$ cat src/hdl/ldm_pkg.sv
// ----------------------------------------------------------------------------
// ldm_pkg: shared definitions for the label dilation core
// Slice limits, field widths, command and status codes, register indexes,
// and the store access bundle passed between the sequencer and the top level.
// ----------------------------------------------------------------------------
package ldm_pkg;

  localparam int MAX_WIDTH   = 256;
  localparam int MAX_HEIGHT  = 256;
  localparam int LABEL_BITS  = 32;
  localparam int STORE_DEPTH = MAX_WIDTH * MAX_HEIGHT;
  localparam int ADDR_W      = $clog2(STORE_DEPTH);
  localparam int COL_W       = (MAX_WIDTH > 1) ? $clog2(MAX_WIDTH) : 1;
  localparam int ROW_W       = (MAX_HEIGHT > 1) ? $clog2(MAX_HEIGHT) : 1;
  localparam int DIM_W       = 9;
  localparam int NPIX_W      = 2 * DIM_W;
  localparam int DIST_W      = 9;

  localparam logic [DIST_W-1:0] DIST_MAX = '1;
  localparam logic [DIM_W-1:0]  DIM_MAX_W = DIM_W'(MAX_WIDTH);
  localparam logic [DIM_W-1:0]  DIM_MAX_H = DIM_W'(MAX_HEIGHT);

  // Command codes; code 3 is unused and answered as out of range.
  typedef enum logic [1:0] {
    OP_LOAD = 2'd0,
    OP_RUN  = 2'd1,
    OP_READ = 2'd2
  } opcode_t;

  typedef enum logic [1:0] {
    ST_LOADED = 2'd0,
    ST_DONE   = 2'd1,
    ST_READ   = 2'd2,
    ST_RANGE  = 2'd3
  } status_t;

  localparam logic [1:0] CFG_WIDTH  = 2'd0;
  localparam logic [1:0] CFG_HEIGHT = 2'd1;
  localparam logic [1:0] CFG_DILATE = 2'd2;

  // Store traffic bundle: two read addresses, one write.
  typedef struct packed {
    logic [ADDR_W-1:0]     rd_addr0;
    logic [ADDR_W-1:0]     rd_addr1;
    logic                  we_label;
    logic                  we_dist;
    logic [ADDR_W-1:0]     wr_addr;
    logic [LABEL_BITS-1:0] wr_label;
    logic [DIST_W-1:0]     wr_dist;
  } mem_req_t;

endpackage

$ cat src/hdl/ldm_relax.sv
// ----------------------------------------------------------------------------
// ldm_relax: neighbor relaxation unit
// Takes the neighbor's distance plus one and its label when the neighbor is
// strictly closer than the pixel under work.
// ----------------------------------------------------------------------------
module ldm_relax (
  input  logic [ldm_pkg::DIST_W-1:0]     here_dist,
  input  logic [ldm_pkg::LABEL_BITS-1:0] here_label,
  input  logic                           nb_valid,
  input  logic [ldm_pkg::DIST_W-1:0]     nb_dist,
  input  logic [ldm_pkg::LABEL_BITS-1:0] nb_label,
  output logic [ldm_pkg::DIST_W-1:0]     out_dist,
  output logic [ldm_pkg::LABEL_BITS-1:0] out_label
);

  logic take;

  // A closer neighbor is below 511, so the increment cannot wrap.
  assign take      = nb_valid && (nb_dist < here_dist);
  assign out_dist  = take ? nb_dist + ldm_pkg::DIST_W'(1) : here_dist;
  assign out_label = take ? nb_label : here_label;

endmodule

$ cat src/hdl/ldm_sweep.sv
// ----------------------------------------------------------------------------
// ldm_sweep: raster pass sequencer
// Runs the forward and the backward pass through one shared relaxation
// unit, taking each pixel's vertical neighbor first, then its horizontal neighbor.
// ----------------------------------------------------------------------------
module ldm_sweep (
  input  logic                           clk,
  input  logic                           rst,
  input  logic                           go,
  input  logic [ldm_pkg::DIM_W-1:0]      eff_w,
  input  logic [ldm_pkg::DIM_W-1:0]      eff_h,
  input  logic [ldm_pkg::NPIX_W-1:0]     npix,
  input  logic [ldm_pkg::LABEL_BITS-1:0] rd_label0,
  input  logic [ldm_pkg::DIST_W-1:0]     rd_dist0,
  input  logic [ldm_pkg::LABEL_BITS-1:0] rd_label1,
  input  logic [ldm_pkg::DIST_W-1:0]     rd_dist1,
  output ldm_pkg::mem_req_t              req,
  output logic                           active,
  output logic                           fin
);

  typedef enum logic [1:0] {
    SW_IDLE,
    SW_PRIME,
    SW_VERT,
    SW_HORZ
  } sw_state_t;

  sw_state_t                      state;
  logic                           bwd;
  logic [ldm_pkg::ADDR_W-1:0]     cp;
  logic [ldm_pkg::ROW_W-1:0]      cr;
  logic [ldm_pkg::COL_W-1:0]      cc;
  logic [ldm_pkg::DIST_W-1:0]     acc_dist;
  logic [ldm_pkg::LABEL_BITS-1:0] acc_label;
  logic [ldm_pkg::DIST_W-1:0]     prev_dist;
  logic [ldm_pkg::LABEL_BITS-1:0] prev_label;

  logic [ldm_pkg::DIM_W-1:0]      w_m1;
  logic [ldm_pkg::DIM_W-1:0]      h_m1;
  logic [ldm_pkg::NPIX_W-1:0]     npix_m1;
  logic                           row_first;
  logic                           row_last;
  logic                           col_first;
  logic                           col_last;
  logic                           at_end;
  logic [ldm_pkg::ADDR_W-1:0]     np;
  logic [ldm_pkg::ROW_W-1:0]      nr;
  logic [ldm_pkg::COL_W-1:0]      nc;
  logic [ldm_pkg::ADDR_W-1:0]     base;
  logic [ldm_pkg::ADDR_W-1:0]     w_step;
  logic                           vert_ok;
  logic                           horz_ok;
  logic [ldm_pkg::DIST_W-1:0]     init_dist;
  logic [ldm_pkg::DIST_W-1:0]     vert_dist;
  logic [ldm_pkg::LABEL_BITS-1:0] vert_label;
  logic [ldm_pkg::DIST_W-1:0]     op_here_dist;
  logic [ldm_pkg::LABEL_BITS-1:0] op_here_label;
  logic                           op_nb_valid;
  logic [ldm_pkg::DIST_W-1:0]     op_nb_dist;
  logic [ldm_pkg::LABEL_BITS-1:0] op_nb_label;
  logic [ldm_pkg::DIST_W-1:0]     r_dist;
  logic [ldm_pkg::LABEL_BITS-1:0] r_label;

  assign w_m1    = eff_w - ldm_pkg::DIM_W'(1);
  assign h_m1    = eff_h - ldm_pkg::DIM_W'(1);
  assign npix_m1 = npix - ldm_pkg::NPIX_W'(1);
  assign w_step  = ldm_pkg::ADDR_W'(eff_w);

  assign row_first = (cr == '0);
  assign row_last  = (ldm_pkg::DIM_W'(cr) == h_m1);
  assign col_first = (cc == '0);
  assign col_last  = (ldm_pkg::DIM_W'(cc) == w_m1);

  assign at_end  = bwd ? (cp == '0) : (row_last && col_last);
  assign vert_ok = bwd ? !row_last : !row_first;
  assign horz_ok = bwd ? !col_last : !col_first;

  // Next pixel in raster order for the pass in progress.
  always_comb begin
    if (bwd) begin
      np = cp - ldm_pkg::ADDR_W'(1);
      nr = col_first ? cr - ldm_pkg::ROW_W'(1) : cr;
      nc = col_first ? w_m1[ldm_pkg::COL_W-1:0] : cc - ldm_pkg::COL_W'(1);
    end else begin
      np = cp + ldm_pkg::ADDR_W'(1);
      nr = col_last ? cr + ldm_pkg::ROW_W'(1) : cr;
      nc = col_last ? '0 : cc + ldm_pkg::COL_W'(1);
    end
  end

  // Reads go out for the pixel that is about to be worked on.
  assign base = (state == SW_PRIME) ? cp : np;

  always_comb begin
    req.rd_addr0 = base;
    req.rd_addr1 = bwd ? base + w_step : base - w_step;
    req.we_label = (state == SW_HORZ);
    req.we_dist  = (state == SW_HORZ);
    req.wr_addr  = cp;
    req.wr_label = r_label;
    req.wr_dist  = r_dist;
  end

  // The forward pass seeds each pixel from its own label; the backward pass
  // starts from what the forward pass left.
  assign init_dist = bwd ? rd_dist0 :
                     ((rd_label0 != '0) ? '0 : ldm_pkg::DIST_MAX);

  // In a one-column slice the vertical neighbor is the pixel written in the
  // same cycle its read went out, so take it from the held copy instead.
  assign vert_dist  = (eff_w == ldm_pkg::DIM_W'(1)) ? prev_dist  : rd_dist1;
  assign vert_label = (eff_w == ldm_pkg::DIM_W'(1)) ? prev_label : rd_label1;

  always_comb begin
    if (state == SW_HORZ) begin
      op_here_dist  = acc_dist;
      op_here_label = acc_label;
      op_nb_valid   = horz_ok;
      op_nb_dist    = prev_dist;
      op_nb_label   = prev_label;
    end else begin
      op_here_dist  = init_dist;
      op_here_label = rd_label0;
      op_nb_valid   = vert_ok;
      op_nb_dist    = vert_dist;
      op_nb_label   = vert_label;
    end
  end

  ldm_relax u_relax (
    .here_dist  (op_here_dist),
    .here_label (op_here_label),
    .nb_valid   (op_nb_valid),
    .nb_dist    (op_nb_dist),
    .nb_label   (op_nb_label),
    .out_dist   (r_dist),
    .out_label  (r_label)
  );

  assign active = (state != SW_IDLE);
  assign fin    = (state == SW_HORZ) && bwd && at_end;

  always_ff @(posedge clk) begin
    if (rst) begin
      state <= SW_IDLE;
      bwd   <= 1'b0;
    end else begin
      unique case (state)
        SW_IDLE: begin
          if (go) begin
            bwd   <= 1'b0;
            cp    <= '0;
            cr    <= '0;
            cc    <= '0;
            state <= SW_PRIME;
          end
        end
        SW_PRIME: begin
          state <= SW_VERT;
        end
        SW_VERT: begin
          acc_dist  <= r_dist;
          acc_label <= r_label;
          state     <= SW_HORZ;
        end
        SW_HORZ: begin
          prev_dist  <= r_dist;
          prev_label <= r_label;
          if (at_end) begin
            if (bwd) begin
              state <= SW_IDLE;
            end else begin
              bwd   <= 1'b1;
              cp    <= npix_m1[ldm_pkg::ADDR_W-1:0];
              cr    <= h_m1[ldm_pkg::ROW_W-1:0];
              cc    <= w_m1[ldm_pkg::COL_W-1:0];
              state <= SW_PRIME;
            end
          end else begin
            cp    <= np;
            cr    <= nr;
            cc    <= nc;
            state <= SW_VERT;
          end
        end
        default: begin
          state <= SW_IDLE;
        end
      endcase
    end
  end

endmodule
$ cat config.mk
export PLATFORM = sky130hd
export DESIGN_NAME = ldm_sweep
export DESIGN_NICKNAME = d
export VERILOG_FILES = /design/src/hdl/ldm_pkg.sv /design/src/hdl/ldm_relax.sv /design/src/hdl/ldm_sweep.sv
export SDC_FILE = /design/constraint.sdc
export NUM_CORES = 1
export LEC_CHECK = 0
export ABC_AREA = 1
export ABC_CLOCK_PERIOD_IN_PS = 11720
export BUFFER_PORTS_ARGS = -buffer_cell sky130_fd_sc_hd__buf_4
export CORE_MARGIN = 3
export CORE_UTILIZATION = 60
export DETAILED_ROUTE_END_ITERATION = 6
export PLACE_DENSITY = 0.87
export SLEW_MARGIN = 40
export SYNTH_ARGS = -nofsm -noshare
export SYNTH_HDL_FRONTEND = slang
export SYNTH_SLANG_ARGS = --single-unit
$ cat constraint.sdc
create_clock -name clk -period 11.72 [get_ports clk]
set_clock_uncertainty 0.05 [all_clocks]
set_input_delay 2.344 -clock clk [delete_from_list [all_inputs] [get_ports clk]]
set_output_delay 2.344 -clock clk [all_outputs]
set_load 0.05 [all_outputs]
# Yosys cells after proc, flatten, opt, wreduce, memory -nomap -nowiden
# Cells that the tools add are included.
[totals] register_bits=117 input_bits=121 out_inout_bits=93 wordCells=95
[op_classes] n_addsub=12 order_cmp=1 n_eq_ne=11 mux=41 bitwise=1 reduce_logical=20
[ops] op="$mux W32" count=4
[ops] op="$mux W16" count=6
[ops] op="$mux W8" count=11
[ops] op="$mux W9" count=6
[ops] op="$pmux W16 S2" count=1
[ops] op="$pmux W8 S2" count=2
[ops] op="$reduce_bool A32 Y1" count=1
[ops] op="$sub A16 B1 Y16 const B" count=2
[ops] op="$eq A8 B9 Y1" count=2
[ops] op="$sub A9 B1 Y9 const B" count=2
[ops] op="$add A16 B1 Y16 const B" count=1
[ops] op="$add A16 B9 Y16" count=1
[ops] op="$add A8 B1 Y8 const B" count=2
[ops] op="$logic_not A16 Y1" count=1
[ops] op="$logic_not A8 Y1" count=2
[ops] op="$sub A16 B9 Y16" count=1
[ops] op="$sub A8 B1 Y8 const B" count=2
[ops] op="$add A9 B1 Y9 const B" count=1
[ops] op="$eq A9 B1 Y1 const B" count=1
[ops] op="$lt A9 B9 Y1" count=1
[ops] op="$pmux W2 S4" count=1
[ops] op="$mux W1" count=7
[ops] op="$reduce_and A6 Y1" count=1
[ops] op="$eq A2 B2 Y1 const B" count=2
[ops] op="16 further kinds" count=25

# Logic depth before layout (Yosys ltp)
# Gate-level depths: netlist of run 1.
[depth] depth_word=7 ltp_mapped=24 depth_no_buf=23

# Modules after synthesis
# Synthesis of run 1 repeated with hierarchy kept, for this count alone.
[hier_totals] hier_cells=1324 area_unflattened_um2=9985.8
[modules_own_cells] module="ldm_sweep" instances=1 cells_per_inst=1097 area_each_um2=8831.0 seq_area_each_um2=3483.3
[modules_own_cells] module="ldm_relax" instances=1 cells_per_inst=227 area_each_um2=1154.9 seq_area_each_um2=0.0

# Least setup slack after synthesis of run 1
# No wires, ideal clock.
[synth_path] path_type="register to output" start="register bwd" end="output port req[70] in the netlist's numbering" t_arrival_ps=4985 required_time_ps=9326 path_slack_ps=4341 stages_incl_launch_ff=16 path_buffers=2 path_cell_list="dfxtp_1 > clkbuf_1 > inv_1 > clkbuf_1 > fa_1 > o21ai_0 > ha_1 > nand3_1 > nand2_1 > nand4_1 > o211ai_1 > nand2_1 > nand3_1 > nand3b_1 > nand2_1 > xor2_1"
[synth_lines] item="from (decl)" line="ldm_sweep.sv:30" text="logic bwd;"
[synth_lines] item="from (signal assigned)" line="ldm_sweep.sv:147" text="bwd <= 1'b0;"
[synth_lines] item="from (signal assigned)" line="ldm_sweep.sv:152" text="bwd <= 1'b0;"
[synth_lines] item="from (signal assigned)" line="ldm_sweep.sv:174" text="bwd <= 1'b1;"
[synth_lines] item="to (decl)" line="ldm_sweep.sv:17" text="output ldm_pkg::mem_req_t req,"

==> results of run 1 <==
==> registers in the layout, summed over array words and instances (netlist names) <==
| signal | count |
|---|---|
| cp | 16 |
| prev_label | 32 |
| cr | 8 |
| acc_label | 32 |
| prev_dist | 9 |
| acc_dist | 9 |
| bwd | 1 |
| state | 2 |
| cc | 8 |
==> where the power goes <==
part           leakage [nW]  switching [mW]  internal [mW]
Sequential             1.08          0.0121          0.491
Combinational          4.44           0.416          0.179
Clock                 0.296           0.198          0.357
==> per-layer routing <==
layer | wire length [µm] | vias up
met5 | 0 | -
met4 | 757 | 0
met3 | 2670 | 61
met2 | 13700 | 544
met1 | 11800 | 4510
li1 | - | 4748
==> final timing paths <==
kind,to,slack (ns),depth (start not counted)
worst min-delay path,state[0]$_SDFFE_PP0P_,0.54,2
worst max-delay path,req[0],3.40,17
worst min register to register,state[0]$_SDFFE_PP0P_,0.54,2
worst max register to register,prev_label[23]$_DFFE_PP_,7.92,14
==> cell usage after synthesis, types with 3 or more instances <==
| cell type | instances | share of area |
|---|---|---|
| mux2_2 | 32 | 0.037 |
| dfxtp_1 | 3 | 0.0062 |
| ha_1 | 49 | 0.063 |
| edfxtp_1 | 114 | 0.35 |
| buf_2 | 12 | 0.0062 |
| nor2_1 | 77 | 0.030 |
| buf_6 | 5 | 0.0058 |
| a21boi_0 | 5 | 0.0039 |
| xnor2_1 | 14 | 0.013 |
| nand4_1 | 23 | 0.015 |
| a21oi_1 | 42 | 0.022 |
| clkbuf_1 | 19 | 0.0074 |
| nand3b_1 | 3 | 0.0023 |
| nand3_1 | 128 | 0.066 |
| nand2_1 | 470 | 0.18 |
| nand2_2 | 3 | 0.0019 |
| nor4_1 | 13 | 0.0084 |
| buf_1 | 4 | 0.0016 |
| o21ai_0 | 46 | 0.024 |
| fa_1 | 3 | 0.0062 |
| inv_1 | 115 | 0.045 |
| o22ai_1 | 8 | 0.0052 |
| nor3_1 | 18 | 0.0093 |
| buf_4 | 5 | 0.0039 |
| o211ai_1 | 4 | 0.0031 |
| o31ai_1 | 4 | 0.0031 |
| inv_2 | 3 | 0.0012 |
| xor2_1 | 49 | 0.044 |
==> cell families after synthesis <==
kind of cell / count (synthesis)
and+or+nand+nor: 749
buffers and inverters: 164
AOI/OAI and AO/OA: 123
DFF: 117
xor gates and xnor gates: 64
adders and majority gates: 52
muxes: 32
==> layout make-up <==
| class | count | area, µm² | share of cell area |
|---|---|---|---|
| tap | 211 | 264 | 0.0220 |
| clock buffer | 17 | 425 | 0.0354 |
| clock inverter | 15 | 199 | 0.0166 |
| multi-input combinational | 1020 | 5540 | 0.461 |
| timing repair buffer | 220 | 1650 | 0.138 |
| inverter | 119 | 447 | 0.0372 |
| sequential | 117 | 3480 | 0.290 |
==> critical path, cell delays in order <==
cell      delay [ns]
buf_4           0.14
nor2_1          0.17
nand2_1         0.13
inv_2           0.09
nand4_4         0.17
nand2_4         0.55
nand2_1         0.11
nand2_1         0.22
ha_1            0.29
a21oi_1         0.18
o21a_1          0.14
o221ai_1        0.14
a21oi_4         0.18
buf_4           0.46
nand3_1         0.18
nand2_1         0.18
buf_4           0.23
==> stage by stage <==
stage | util | cells
final | 0.776 | 1719
after global routing | 0.776 | 1719
after CTS | 0.776 | 1719
after detailed placement | 0.735 | 1687
after global placement | 0.735 | 1687
after floorplan | - | 1301
==> metrics.md, run 1 <==
| Metric | Value |
|---|---|
| Number of H-tree levels | `4` |
| WL/cell | `roughly 17 µm` |
| Parity-gate share of the synthesized area counting xor and xnor cells | `0.0588` |
| Antenna Nets Post-Route | `0` |
| Yosys warnings | `0` |
| Initial Utilization | `0.624` |
| Antenna violations before repair | `0` |
| Area of the core | `about 0.015 mm²` |
| Run status | `completed` |
| FP Rows | `between 40 and 50` |
| Final setup violation count | `0` |
| Worst setup slack after layout | `around 3.4 ns` |
| Placed cell areas | `0.0114 mm²` |
| Min-delay src | `state[0]$_SDFFE_PP0P_` |
| Post-route design area | `~0.012 mm²` |
| Share of cells above drive strength 1 | `0.206` |
| Number of synthesized flops with an enable pin | `approximately 110` |
| CP startpoint | `eff_w[4]` |
| Drc violations | `0` |
| Hold Fails Final Rpt | `0` |
| Power density normalized to cell area | `between 100 and 150 mW/mm²` |
| CTS tree | `yes` |
| Synthesized Nets | `~1500` |
| Half-perimeter wire length after placement | `20300 µm` |
| Cell area after technology mapping | `between 0.009 and 0.01 mm²` |
| Die Y-Extent | `133 µm` |
| DRC marker count from the first detailed-route iteration | `just under 900` |
| Total power consumption of the routed design | `around 1.7 mW` |
| Highest-utilization routing layer at the global route stage | `met2` |
| Post-synthesis to final-layout area growth | `24.3%` |
| Reg2reg start | `cc[0]$_SDFFCE_PN0P_` |
| Setup Slack @ Placement | `about 3.5 ns` |
| Main flop type after synthesis | `edfxtp_1` |
| Maximum number of pins on one net before global-route repair | `64` |
| RSZ-0062 raised after global routing | `false` |
| Max Cap Violations | `0` |
| M3 GR Usage | `0.0662` |
| Multiplexer share of the synthesized area | `0.0373` |
| Vias in the first global route | `9612` |
| Total die area | `0.0177 mm²` |
| Clock latency on the worst-skew pair | `roughly 0.42 ns` |
| Number of cells produced by synthesis | `between 1000 and 1500` |
| Post-CTS setup repair buffer count | `0` |
| Final Slew Violations | `0` |
| Highest clock frequency the design can meet | `between 0.1 and 0.15 GHz` |
| Fill cell total of the finished layout | `~1100` |
| WP data required | `about 9.3 ns` |
| CTS buffer count | `17` |
| Clock period minus worst slack | `8.32 ns` |
| Largest fanout of any net on the critical path | `between 40 and 50` |
| Adder and majority gate portion of the synthesized area | `0.0697` |
| Antenna diode count | `0` |
| Met1 global-route usage | `0.425` |
| Floorplan die width | `133 µm` |
| Quantity of gates resized following cts | `0` |
| Compound-cell area share of the yosys netlist | `0.0718` |
| Clk buf depth | `2` |
| GR Util All Layers | `0.323` |
| Routed via count divided by cell count | `5.74` |
| Tcrit/Tclk final | `0.710` |
| Dominant combinational cell family by area after synthesis | `simple AND/OR/NAND/NOR gates` |
| Most common cell after layout, fill and taps aside | `nand2_1` |
| Clock Pin Slew Worst Setup and Hold Paths | `roughly 0.050 ns` |
| Clock Sink Count | `approximately 120` |
| GR Overflow Total | `0` |
| Aggregate negative setup slack | `0 ns` |
| Share of flip-flops with an asynchronous set or reset | `0` |
| First-pass GRT wire length | `roughly 47000 µm` |
| Top-level I/O count | `214` |
| Normalized max-slew margin | `0.492` |
| Largest vdd supply drop | `between 0.1 and 0.15 mV` |
| Critical Path Sink Type | `output port` |
| Post-synthesis cell type count | `49` |
| Worst-Margin Slew | `0.760 ns` |
| Met2 global-route usage | `0.528` |
| Launching element type of the critical path | `input pin` |
| Crit path arrival time | `approximately 5.9 ns` |
| Most frequent cells in the layout | `nand2_1, buf_4, nand3_1` |
| Total wirelength of the detailed-routed design | `about 29000 µm` |
| Synth Area in Simple Gates | `0.331` |
| Number of input and output port buffers inserted | `211` |
| Synthesized area per cell | `between 7 and 8 µm²` |
| Path type of the worst setup path | `in2out` |
| Hold_ws | `approximately 0.54 ns` |
| Hold buffer count at cts | `0` |
| Share of synthesized area occupied by flip-flops and latches | `0.361` |
| Count of state elements after synthesis | `117` |
| Weighted congestion at the end of routability-driven global placement | `0.975` |
| Net total in the final layout | `approximately 1700` |
| First-pass detailed-route iteration total | `5` |
| Pleak | `between 5 and 6 nW` |
| Class of the tightest hold or removal check | `reg2reg` |
| Vias | `between 9000 and 10000` |
| Master cell of the clock root buffer | `clkbuf_16` |
Power figures use the tool's default switching activity.
==> run 2: changes to the inputs <==
Settings changed: ABC_CLOCK_PERIOD_IN_PS 11720 to 8100, CORE_UTILIZATION 60 to 56, PLACE_DENSITY 0.87 to 0.82.
Clock period 11.72 ns to 8.1 ns, I/O delays scaled along.
==> metrics.md, run 2 (synthesized netlist as in run 1, its figures left out) <==
| Metric | Value |
|---|---|
| Instance count on the critical path | `18` |
| Critical Path Sink Type | `output port` |
| Slack of the worst reg-to-reg path | `around 4.0 ns` |
| Crit path arrival time | `around 5.4 ns` |
| GR Overflow Total | `0` |
| Power density normalized to cell area | `around 200 mW/mm²` |
| Slowest stage cell on the critical path | `buf_4` |
| Vias in the first global route | `just over 9000` |
| Setup Slack @ Placement | `between 1 and 1.5 ns` |
| Hold buffer count at cts | `0` |
| Part of the total power dissipated in the clock network | `0.329` |
| WL/cell | `16.1 µm` |
| Antenna violations before repair | `0` |
| Worst-case reg-to-reg path depth | `13` |
| Post-CTS setup repair buffer count | `0` |
| GR Util All Layers | `0.290` |
| Most frequent cells in the layout | `nand2_1, buf_4, nand3_1` |
| Net switching fraction of the power | `0.391` |
| RSZ-0062 raised after global routing | `false` |
| Max Cap Violations | `0` |
| Total wirelength of the detailed-routed design | `~28000 µm` |
| Drc violations | `0` |
| Flop pwr share | `0.308` |
| Aggregate negative setup slack | `0 ns` |
| Largest regs | `acc_label x32, prev_label x32, cp x16` |
| Clock Pin Slew Worst Setup and Hold Paths | `0.06 ns` |
| Highest clock frequency the design can meet | `0.142 GHz` |
| Clock latency on the worst-skew pair | `approximately 0.42 ns` |
| Most prevalent standard cell on the critical path | `nand2_1` |
| Clock period minus worst slack | `7.04 ns` |
| Routed via count divided by cell count | `~5.6` |
| Class of the tightest hold or removal check | `reg2reg` |
| Hold Fails Final Rpt | `0` |
| Share of cells above drive strength 1 | `0.209` |
| Tcrit/Tclk final | `0.869` |
| Number of input and output port buffers inserted | `around 210` |
| Normalized max-slew margin | `0.494` |
| FP Rows | `47` |
| Final setup violation count | `0` |
| First-pass detailed-route iteration total | `5` |
| Buf/Inv on CP | `5` |
| Top-level I/O count | `around 210` |
| Post-route design area | `around 0.012 mm²` |
| Largest vdd supply drop | `~0.19 mV` |
| CP startpoint | `eff_w[4]` |
| Die Y-Extent | `between 100 and 150 µm` |
| Worst setup endpoint | `req[24]` |
| Weighted congestion at the end of routability-driven global placement | `approximately 0.89` |
| Floorplan die width | `between 100 and 150 µm` |
| Pleak | `5.82 nW` |
| DRC marker count from the first detailed-route iteration | `just under 800` |
| Cell chain of the critical path | `buf_4 -> nor2_1 -> nand2_1 -> inv_2 -> nand4_4 -> nand2_2 -> buf_4 -> nand2_1 -> nand2_1 -> ha_1 -> a21oi_1 -> o221ai_1 -> a21oi_4 -> buf_4 -> nand2_4 -> nand2_1 -> nand2_1 -> buf_4` |
| Maximum number of pins on one net before global-route repair | `51` |
| Delay of the slowest critical-path stage | `~0.50 ns` |
| Vias | `9698` |
| Antenna diode count | `0` |
| Net total in the final layout | `roughly 1700` |
| Area of the core | `about 0.017 mm²` |
| Launching element type of the critical path | `input pin` |
| Total die area | `0.0189 mm²` |
| Number of H-tree levels | `4` |
| Sw Pwr | `~0.92 mW` |
| CTS buffer count | `17` |
| Reg2reg start | `state[1]$_SDFFE_PP0P_` |
| Clk buf depth | `2` |
| Path type of the worst setup path | `in2out` |
| WP data required | `6.43 ns` |
| Worst-Margin Slew | `approximately 0.75 ns` |
| First-pass GRT wire length | `around 43000 µm` |
| Worst setup slack after layout | `around 1.1 ns` |
| Initial Utilization | `0.576` |
| Master cell of the clock root buffer | `clkbuf_16` |
| Placed cell areas | `between 0.01 and 0.015 mm²` |
| Worst path top cell family by delay | `simple AND/OR/NAND/NOR gates` |
| Clock Sink Count | `roughly 120` |
| Hold_ws | `about 0.53 ns` |
| Post-synthesis to final-layout area growth | `24.2%` |
| Internal | `1.44 mW` |
| Destination of the worst register-to-register timing path | `acc_label[24]$_DFFE_PP_` |
| Antenna Nets Post-Route | `0` |
| Final Slew Violations | `0` |
| Power share of the combinational group | `0.363` |
| Quantity of gates resized following cts | `0` |
| Most common cell after layout, fill and taps aside | `nand2_1` |
| Run status | `completed` |
| Largest fanout of any net on the critical path | `41` |
| CTS tree | `yes` |
| Half-perimeter wire length after placement | `19900 µm` |
-- run 2: changes by cell type in the layout (fill, tap and decap cells not counted), sizes merged --
cell,before,now
buf,220,221
bufinv,4,2
clkinv,4,1
clkinvlp,3,1
inv,123,130
-- run 2: power by group through the flow --
| stage | logic, mW | clock network, mW | registers, mW |
|---|---|---|---|
| final | 0.856 | 0.777 | 0.726 |
| after detailed placement | 0.847 | 0 | 0.738 |
| after floorplan | 0.580 | 0 | 0.748 |
| after global placement | 0.836 | 0 | 0.737 |
| after CTS | 0.852 | 0.784 | 0.726 |
| after global routing | 0.917 | 0.805 | 0.729 |
-- run 2: routing by layer --
layer | part of all wire | vias to the layer above | GRT usage
li1 | - | 4760 | -
met1 | 0.40 | 4423 | 0.376
met2 | 0.48 | 459 | 0.476
met3 | 0.097 | 56 | 0.0636
met4 | 0.023 | 0 | 0.108
met5 | 0 | - | 0.0111
-- run 2: worst min-delay path by stage --
| stage | from | end | slack, ns | cells past startpoint |
|---|---|---|---|---|
| floorplan | state[0]$_SDFFE_PP0P_ | state[0]$_SDFFE_PP0P_ | 0.46 | 2 |
| global placement | state[0]$_SDFFE_PP0P_ | state[0]$_SDFFE_PP0P_ | 0.49 | 2 |
| detailed placement | state[0]$_SDFFE_PP0P_ | state[0]$_SDFFE_PP0P_ | 0.52 | 2 |
| CTS | state[0]$_SDFFE_PP0P_ | state[0]$_SDFFE_PP0P_ | 0.53 | 2 |
| global route | state[0]$_SDFFE_PP0P_ | state[0]$_SDFFE_PP0P_ | 0.56 | 2 |
| finish | state[0]$_SDFFE_PP0P_ | state[0]$_SDFFE_PP0P_ | 0.53 | 2 |
-- run 2: worst min-delay path, delay by kind of cell (launching register included) --
kind	cells	cell delay (ns)
buffers and inverters	1	0.10
flip-flops	1	0.33
AO/OA/AOI/OAI	1	0.12
-- run 2: layout make-up --
type	count	area, µm²
Multi-Input combinational cell	1020	5530
Fill cell	1320	4760
Sequential cell	117	3480
Timing Repair Buffer	221	1660
Inverter	119	447
Clock buffer	17	425
Tap cell	220	275
Clock inverter	15	180
-- run 2: per-stage QoR --
stage | util | std cells | total power [mW]
detailed placement | 0.680 | 1697 | 1.59
CTS | 0.716 | 1729 | 2.36
floorplan | - | 1301 | 1.33
global route | 0.716 | 1729 | 2.45
finish | 0.716 | 1729 | 2.36
global placement | 0.680 | 1697 | 1.57
==> run 3: changes to the inputs <==
Settings changed: ABC_AREA 1 to 0, CORE_UTILIZATION 56 to 55, HOLD_SLACK_MARGIN set to 0.06.
==> metrics.md, run 3 <==
| Metric | Value |
|---|---|
| Post-route design area | `about 0.011 mm²` |
| Yosys warnings | `0` |
| Destination of the worst register-to-register timing path | `acc_label[31]$_DFFE_PP_` |
| Share of flip-flops with an asynchronous set or reset | `0` |
| Proportion of netlist area held by the largest area contributor | `0.379` |
| Cell chain of the critical path | `buf_4 -> nor4_1 -> nand4_1 -> nor3_2 -> a21oi_1 -> nor2_1 -> a21oi_1 -> ha_1 -> and4_1 -> a21oi_1 -> nand3_1 -> a31oi_1 -> o211ai_4 -> buf_12 -> mux2i_1 -> buf_4` |
| GR Overflow Total | `0` |
| Die Y-Extent | `roughly 130 µm` |
| Fill cell total of the finished layout | `approximately 1100` |
| Main flop type after synthesis | `edfxtp_1` |
| Clk buf depth | `2` |
| Quantity of gates resized following cts | `0` |
| Min-delay src | `state[1]$_SDFFE_PP0P_` |
| CTS tree | `yes` |
| Share of synthesized area occupied by flip-flops and latches | `0.386` |
| Largest vdd supply drop | `approximately 0.22 mV` |
| Final setup violation count | `0` |
| Count of state elements after synthesis | `117` |
| Delay of the slowest critical-path stage | `around 0.61 ns` |
| Synthesized Nets | `1042` |
| Post-synthesis cell type count | `74` |
| Total die area | `about 0.018 mm²` |
| Power density normalized to cell area | `186 mW/mm²` |
| Placed cell areas | `between 0.01 and 0.015 mm²` |
| Crit path arrival time | `5.62 ns` |
| Critical Path Sink Type | `output port` |
| Launching element type of the critical path | `input pin` |
| Routed via count divided by cell count | `roughly 5.9` |
| Run status | `completed` |
| Area of the core | `~0.016 mm²` |
| Number of synthesized flops with an enable pin | `114` |
| Normalized max-slew margin | `0.458` |
| Most frequent cells in the layout | `buf_4, edfxtp_1, mux2i_1` |
| Half-perimeter wire length after placement | `17800 µm` |
| Antenna Nets Post-Route | `0` |
| Pleak | `4.86 nW` |
| Slack of the worst reg-to-reg path | `about 3.3 ns` |
| Cell area after technology mapping | `between 0.009 and 0.01 mm²` |
| Maximum number of pins on one net before global-route repair | `47` |
| Hold buffer count at cts | `0` |
| Sequential cell area | `roughly 0.0035 mm²` |
| Antenna diode count | `0` |
| Initial Utilization | `0.566` |
| Reg2reg start | `state[0]$_SDFFE_PP0P_` |
| Most common cell after layout, fill and taps aside | `buf_4` |
| Setup Slack @ Placement | `0.922 ns` |
| Hold Path Stages | `2` |
| Number of input and output port buffers inserted | `between 200 and 250` |
| Most prevalent standard cell on the critical path | `a21oi_1` |
| First-pass GRT wire length | `38400 µm` |
| CTS buffer count | `17` |
| Worst min-delay path endpoint | `state[0]$_SDFFE_PP0P_` |
| Floorplan die width | `134 µm` |
| Hold Fails Final Rpt | `0` |
| Net total in the final layout | `roughly 1200` |
| Post-CTS setup repair buffer count | `0` |
| Number of cells produced by synthesis | `869` |
| Vias | `7639` |
| FP Rows | `46` |
| Highest clock frequency the design can meet | `between 0.1 and 0.15 GHz` |
| Synthesized area per cell | `10.4 µm²` |
| Class of the tightest hold or removal check | `reg2reg` |
| RSZ-0062 raised after global routing | `false` |
| Aggregate negative setup slack | `0 ns` |
| First-pass detailed-route iteration total | `5` |
| Clock Sink Count | `~120` |
| Final Slew Violations | `0` |
| Antenna violations before repair | `0` |
| Post-synthesis to final-layout area growth | `26.1%` |
| Weighted congestion at the end of routability-driven global placement | `approximately 0.95` |
| Worst setup slack after layout | `between 0.8 and 0.9 ns` |
| Largest regs | `acc_label x32, prev_label x32, cp x16` |
| Top-level I/O count | `214` |
| Master cell of the clock root buffer | `clkbuf_16` |
| WL/cell | `approximately 19 µm` |
| Clock Pin Slew Worst Setup and Hold Paths | `~0.060 ns` |
| Leading cell types by total area after synthesis | `edfxtp_1, mux2i_1, ha_1` |
| Max Cap Violations | `0` |
| GR Util All Layers | `0.267` |
| Total wirelength of the detailed-routed design | `between 20000 and 25000 µm` |
| Worst-case reg-to-reg path depth | `13` |
| Slowest stage cell on the critical path | `nor3_2` |
| Drc violations | `0` |
| Number of H-tree levels | `4` |
| Area leader, netlist | `edfxtp_1` |
| Total area of multi-input combinational cells | `0.00524 mm²` |
| Largest fanout of any net on the critical path | `25` |
| Most numerous cell in the Yosys netlist | `edfxtp_1` |
| DRC marker count from the first detailed-route iteration | `approximately 480` |
| Vias in the first global route | `about 7400` |
| Tcrit/Tclk final | `0.899` |
| Path type of the worst setup path | `in2out` |
| Clock latency on the worst-skew pair | `slightly above 0.4 ns` |
| Clock period minus worst slack | `about 7.3 ns` |
| Synth cell count leaders | `edfxtp_1, mux2i_1, nor2_1, a21oi_1, xnor2_1` |
| Share of cells above drive strength 1 | `0.274` |
| Worst-Margin Slew | `~0.81 ns` |
| WP data required | `6.43 ns` |
-- run 3: changes by cell type in the layout (fill, tap and decap cells not counted), moves of 19 or more --
cell     delta
xnor2_1    +49
inv_1      -86
nand4_1    -19
mux2i_1   +110
mux2_2     -27
nand2_1   -419
a21oi_1    +23
o21ai_0    -20
nand3_1   -113
-- run 3: logic make-up (layout without fill, tap and decap cells) --
group           after synthesis  count (layout)  share of synthesized area
simple gates                237             237                      0.135
mux                         117             117                      0.131
xor+xnor                    101             101                     0.0996
fa+ha+maj                    54              54                     0.0768
compound gates              174             174                      0.134
flops                       117             117                      0.386
buf+inv                      69             286                     0.0370
-- run 3: critical path, delay by kind of cell --
family          cells  cell delay [ns]
fa+ha+maj           1             0.33
mux                 1             0.34
buf+inv             3             0.66
simple gates        6             1.76
compound gates      5             0.89
-- run 3: layout make-up --
cell class,count,share of cell area
inverters,29,0.00957
well taps,216,0.0238
clock buffers,17,0.0374
clock inverters,15,0.0131
multi-input cells,683,0.460
flip-flops and latches,117,0.306
repair buffers,225,0.150
-- run 3: per-layer routing --
metal	up-vias	track usage	share of wire
li1	3660	-	-
met1	3620	0.338	0.41
met2	312	0.446	0.48
met3	47	0.0705	0.082
met4	0	0.0911	0.023
met5	-	0	0
-- run 3: worst max path at each step --
| stage | slack [ns] | end | start |
|---|---|---|---|
| after floorplan | 0.59 | req[73] | bwd$_SDFFE_PP0P_ |
| after global placement | 0.97 | req[40] | rd_label0[6] |
| after detailed placement | 0.92 | req[36] | rd_label0[6] |
| after CTS | 0.88 | req[40] | rd_label0[6] |
| after global routing | 0.56 | req[40] | rd_label0[6] |
| final | 0.81 | req[40] | rd_label0[6] |
-- run 3: per-stage QoR --
stage	power [mW]	util	cells	hold slack, ns
CTS	2.12	0.714	1302	0.520
global placement	1.39	0.677	1270	0.502
detailed placement	1.40	0.678	1270	0.507
global route	2.19	0.714	1302	0.596
floorplan	1.19	-	869	0.473
finish	2.12	0.714	1302	0.519
-- run 3: power by group --
part / total [mW] / switching (mW) / internal, mW
Clock: 0.726 / 0.297 / 0.429
Combinational: 0.681 / 0.445 / 0.236
Sequential: 0.714 / 0.0165 / 0.697
Total: 2.12 / 0.759 / 1.36
